### src/sv/edpd_ram.sv
// ----------------------------------------------------------------------------
// edpd_ram: generic simple dual-port RAM
// One write port and one read port with registered read data.
// ----------------------------------------------------------------------------
module edpd_ram #(
	parameter int WIDTH = 255,
	parameter int DEPTH = 16
) (
	input  logic                     clk,
	input  logic                     we,
	input  logic [$clog2(DEPTH)-1:0] waddr,
	input  logic [WIDTH-1:0]         wdata,
	input  logic [$clog2(DEPTH)-1:0] raddr,
	output logic [WIDTH-1:0]         rdata
);

	logic [WIDTH-1:0] mem [DEPTH];

	always_ff @(posedge clk) begin
		if (we) begin
			mem[waddr] <= wdata;
		end
		rdata <= mem[raddr];
	end

endmodule

### config.mk
export PLATFORM = sky130hd
export DESIGN_NAME = edpd_ram
export DESIGN_NICKNAME = d
export VERILOG_FILES = /design/src/sv/edpd_ram.sv
export SDC_FILE = /design/constraint.sdc
export NUM_CORES = 2
export LEC_CHECK = 0
export BUFFER_PORTS_ARGS = -buffer_cell sky130_fd_sc_hd__buf_2
export CORE_MARGIN = 8
export CORE_UTILIZATION = 49
export CTS_CLUSTER_DIAMETER = 80
export DETAILED_ROUTE_END_ITERATION = 6
export PLACE_DENSITY = 0.79
export SYNTH_ARGS = -nofsm -noshare
export SYNTH_HDL_FRONTEND = slang
export SYNTH_SLANG_ARGS = --single-unit
### constraint.sdc
create_clock -name clk -period 21.4 [get_ports clk]
set_input_delay 3.21 -clock clk [delete_from_list [all_inputs] [get_ports clk]]
set_output_delay 3.21 -clock clk [all_outputs]
set_load 0.01 [all_outputs]
==> results.json <==
{
  "outcome": "complete, no violations",
  "htreeDepth": 5,
  "cts.sinks": 4335,
  "fmax_mhz": 124,
  "maxCapViolCount": 0,
  "grt_pass1_wl_mm": 545,
  "synth-seq-area-share": 0.807,
  "ios": 520,
  "power.density_nw_per_um2": 98.6,
  "finClkSkew_ps": 62.0,
  "r2r_setup_slack_ps": 19850,
  "drive_gt1_frac": 0.309,
  "grt_overflow": 0,
  "ant_nets": 0,
  "avgViaCountPerCell": 6.19,
  "drt_pass1_iterations": 7,
  "io_buffers": 519,
  "drt-met1-wl_mm": 137,
  "grt_max_degree": 156,
  "syn-num-nets": 6878,
  "critPathMaxFanout": 88,
  "yosysTopAreaCell": "edfxtp_1",
  "setup.worst_path.class": "in2reg",
  "crit_arrival_ps": 8880,
  "synth_edf_count": 4080,
  "fp.dieW_um": 584,
  "avgSynthCellArea_um2": 23.9,
  "wl_met3_mm": 39.2,
  "cts_resized": 0,
  "drc": 0,
  "synth_ff_type": "edfxtp_1",
  "synth_seq_cells": 4335,
  "hold_viol_final": 0,
  "syn_area_um2": 158000,
  "dr_total_vias": 74900,
  "place_area_um2": 166000,
  "p_leak_uw": 0.0574,
  "clock_latency_ps": 990,
  "cp-end-kind": "register",
  "cts_buffers": 409,
  "setup_tns_ps": 0,
  "grt_antenna_before_repair": 122,
  "dpl.hpwl_mm": 190,
  "syn_inst": 6613,
  "core_area_um2": 321000,
  "yosys_warnings": 0,
  "worst_pin_slew_ps": 1260,
  "cts_buffer_depth": 4,
  "grt_pass1_vias": 77800,
  "start_util": 0.492,
  "cp-start-kind": "input port",
  "die_h_um": 584,
  "rows": 208,
  "top_layer_used": "met5",
  "critical_path_required_ps": 22210,
  "setup_viol": 0,
  "cts_tree": "done",
  "synth_top_area_frac": 0.775,
  "hold_buffers": 0,
  "total_power_uw": 17700,
  "wire_per_inst_um": 31.4,
  "drt_iter0_markers": 9289,
  "min-delay-path-class": "reg2reg",
  "stdcell_area_um2": 180000,
  "synth-async-reset-ratio": 0,
  "wl_mm": 379,
  "clk_pin_slew_worst_paths_ps": 60,
  "clock-root-buffer": "clkbuf_16",
  "areaGrowthSynthToFinish_pct": 13.6,
  "slew_violations": 0,
  "post-route-period-util": 0.377,
  "nets": 7598,
  "worst_ir_drop_vdd_uv": 83.7,
  "grt_usage": 0.217,
  "wl_met2_mm": 190,
  "post_cts_buffers": 0,
  "slew_headroom": 0.156,
  "fin_crit_ps": 8080,
  "yosys.cell_types.count": 26,
  "ys_top_cells_by_area": "edfxtp_1 78%, mux4_2 14%, dfxtp_1 3.2%, a22oi_1 2.2%, mux2_2 0.71%",
  "place_congestion": 0.733,
  "rsz0062_at_grt": "no",
  "design.die.area_um2": 341000
}
## sequential cells by signal (all words and copies together), names as in the netlist
| signal | cells |
|---|---|
| mem | 4080 |
| rdata | 255 |
## per-layer routing
| metal | vias up | global-route usage |
|---|---|---|
| met5 | - | 0 |
| met4 | 52 | 0.0781 |
| met3 | 823 | 0.0460 |
| met2 | 4499 | 0.365 |
| met1 | 39600 | 0.283 |
| li1 | 29900 | - |
## final cells by class
type | instances | area, µm²
Tap cell | 4305 | 5390
Clock buffer | 556 | 11300
Sequential cell | 4335 | 128000
Fill cell | 22400 | 142000
Multi-Input combinational cell | 1928 | 28700
Timing Repair Buffer | 659 | 3900
Antenna cell | 95 | 238
Clock inverter | 212 | 2320
## worst paths after layout
| kind | depth (start not counted) | end | start |
|---|---|---|---|
| hold / removal | 3 | rdata[94]$_DFF_P_ | mem[15][94]$_DFFE_PP_ |
| setup reg to reg | 3 | rdata[75]$_DFF_P_ | mem[5][75]$_DFFE_PP_ |
| setup / recovery | 9 | rdata[99]$_DFF_P_ | raddr[1] |
| hold reg to reg | 3 | rdata[94]$_DFF_P_ | mem[15][94]$_DFFE_PP_ |
## cells in the final DEF, fill, tap and decap left out, types with 6 or more instances in the layout
cell        instances
buf_12             18
a221oi_1           21
buf_4             124
nor2b_1            31
mux2i_1            31
clkinvlp_4         10
inv_6              11
clkinv_8            7
clkinv_2           78
clkinv_16           7
clkinv_1           49
nand2_1           205
a22oi_1           453
bufinv_16          35
clkinv_4            7
edfxtp_1         4080
o221ai_1           31
mux2_2             99
o21ai_0            25
diode_2            95
nand2b_1           24
nor2_4             15
dfxtp_1           255
clkbuf_8           47
mux4_2            968
buf_2             515
inv_16              6
clkbuf_1           98
clkbuf_16         411
## power by group
group	switching [µW]	total, µW	leakage, µW	internal, µW
clock	3130	7280	0.00667	4150
combinational	510	836	0.0117	326
sequential	88.3	9580	0.0390	9490
total	3730	17700	0.0574	14000
## worst max-delay path, stage by stage
cell	delay (ps)
buf_8	500
buf_12	530
buf_4	800
buf_4	840
buf_4	850
buf_4	1010
mux4_2	420
a22oi_1	250
nand2_1	100
## metrics by stage
stage | worst slack [ps] | cells | hold WS [ps] | util
finish | 13320 | 12100 | 646 | 0.559
global route | 13100 | 12000 | 680 | 0.558
CTS | 13450 | 12000 | 651 | 0.558
detailed placement | 12460 | 11200 | 651 | 0.516
global placement | 12530 | 11200 | 646 | 0.516
floorplan | 6220 | 6613 | 635 | -
## cells in the mapped netlist, types with 2 or more instances
master    number
and2_1         3
o221ai_1      31
buf_6         48
buf_2         82
buf_1         37
mux4_2       968
o22a_1         5
mux2i_1       31
mux2_2        99
nor2_1        15
edfxtp_1    4080
clkbuf_1     148
o21ai_0       25
nand2_1      205
a22oi_1      453
nor2b_1       37
nand3b_1       2
nor3_1         4
a221oi_1      21
buf_4         35
dfxtp_1      255
nand2b_1      25
## kinds of logic after synthesis
family                 Yosys count  share of synthesized area
flip-flops                    4335                      0.807
multiplexers                  1098                      0.147
AO/OA/AOI/OAI                  536                     0.0255
buffers and inverters          350                     0.0121
AND/OR/NAND/NOR                294                    0.00814
Power figures use the tool's default switching activity.
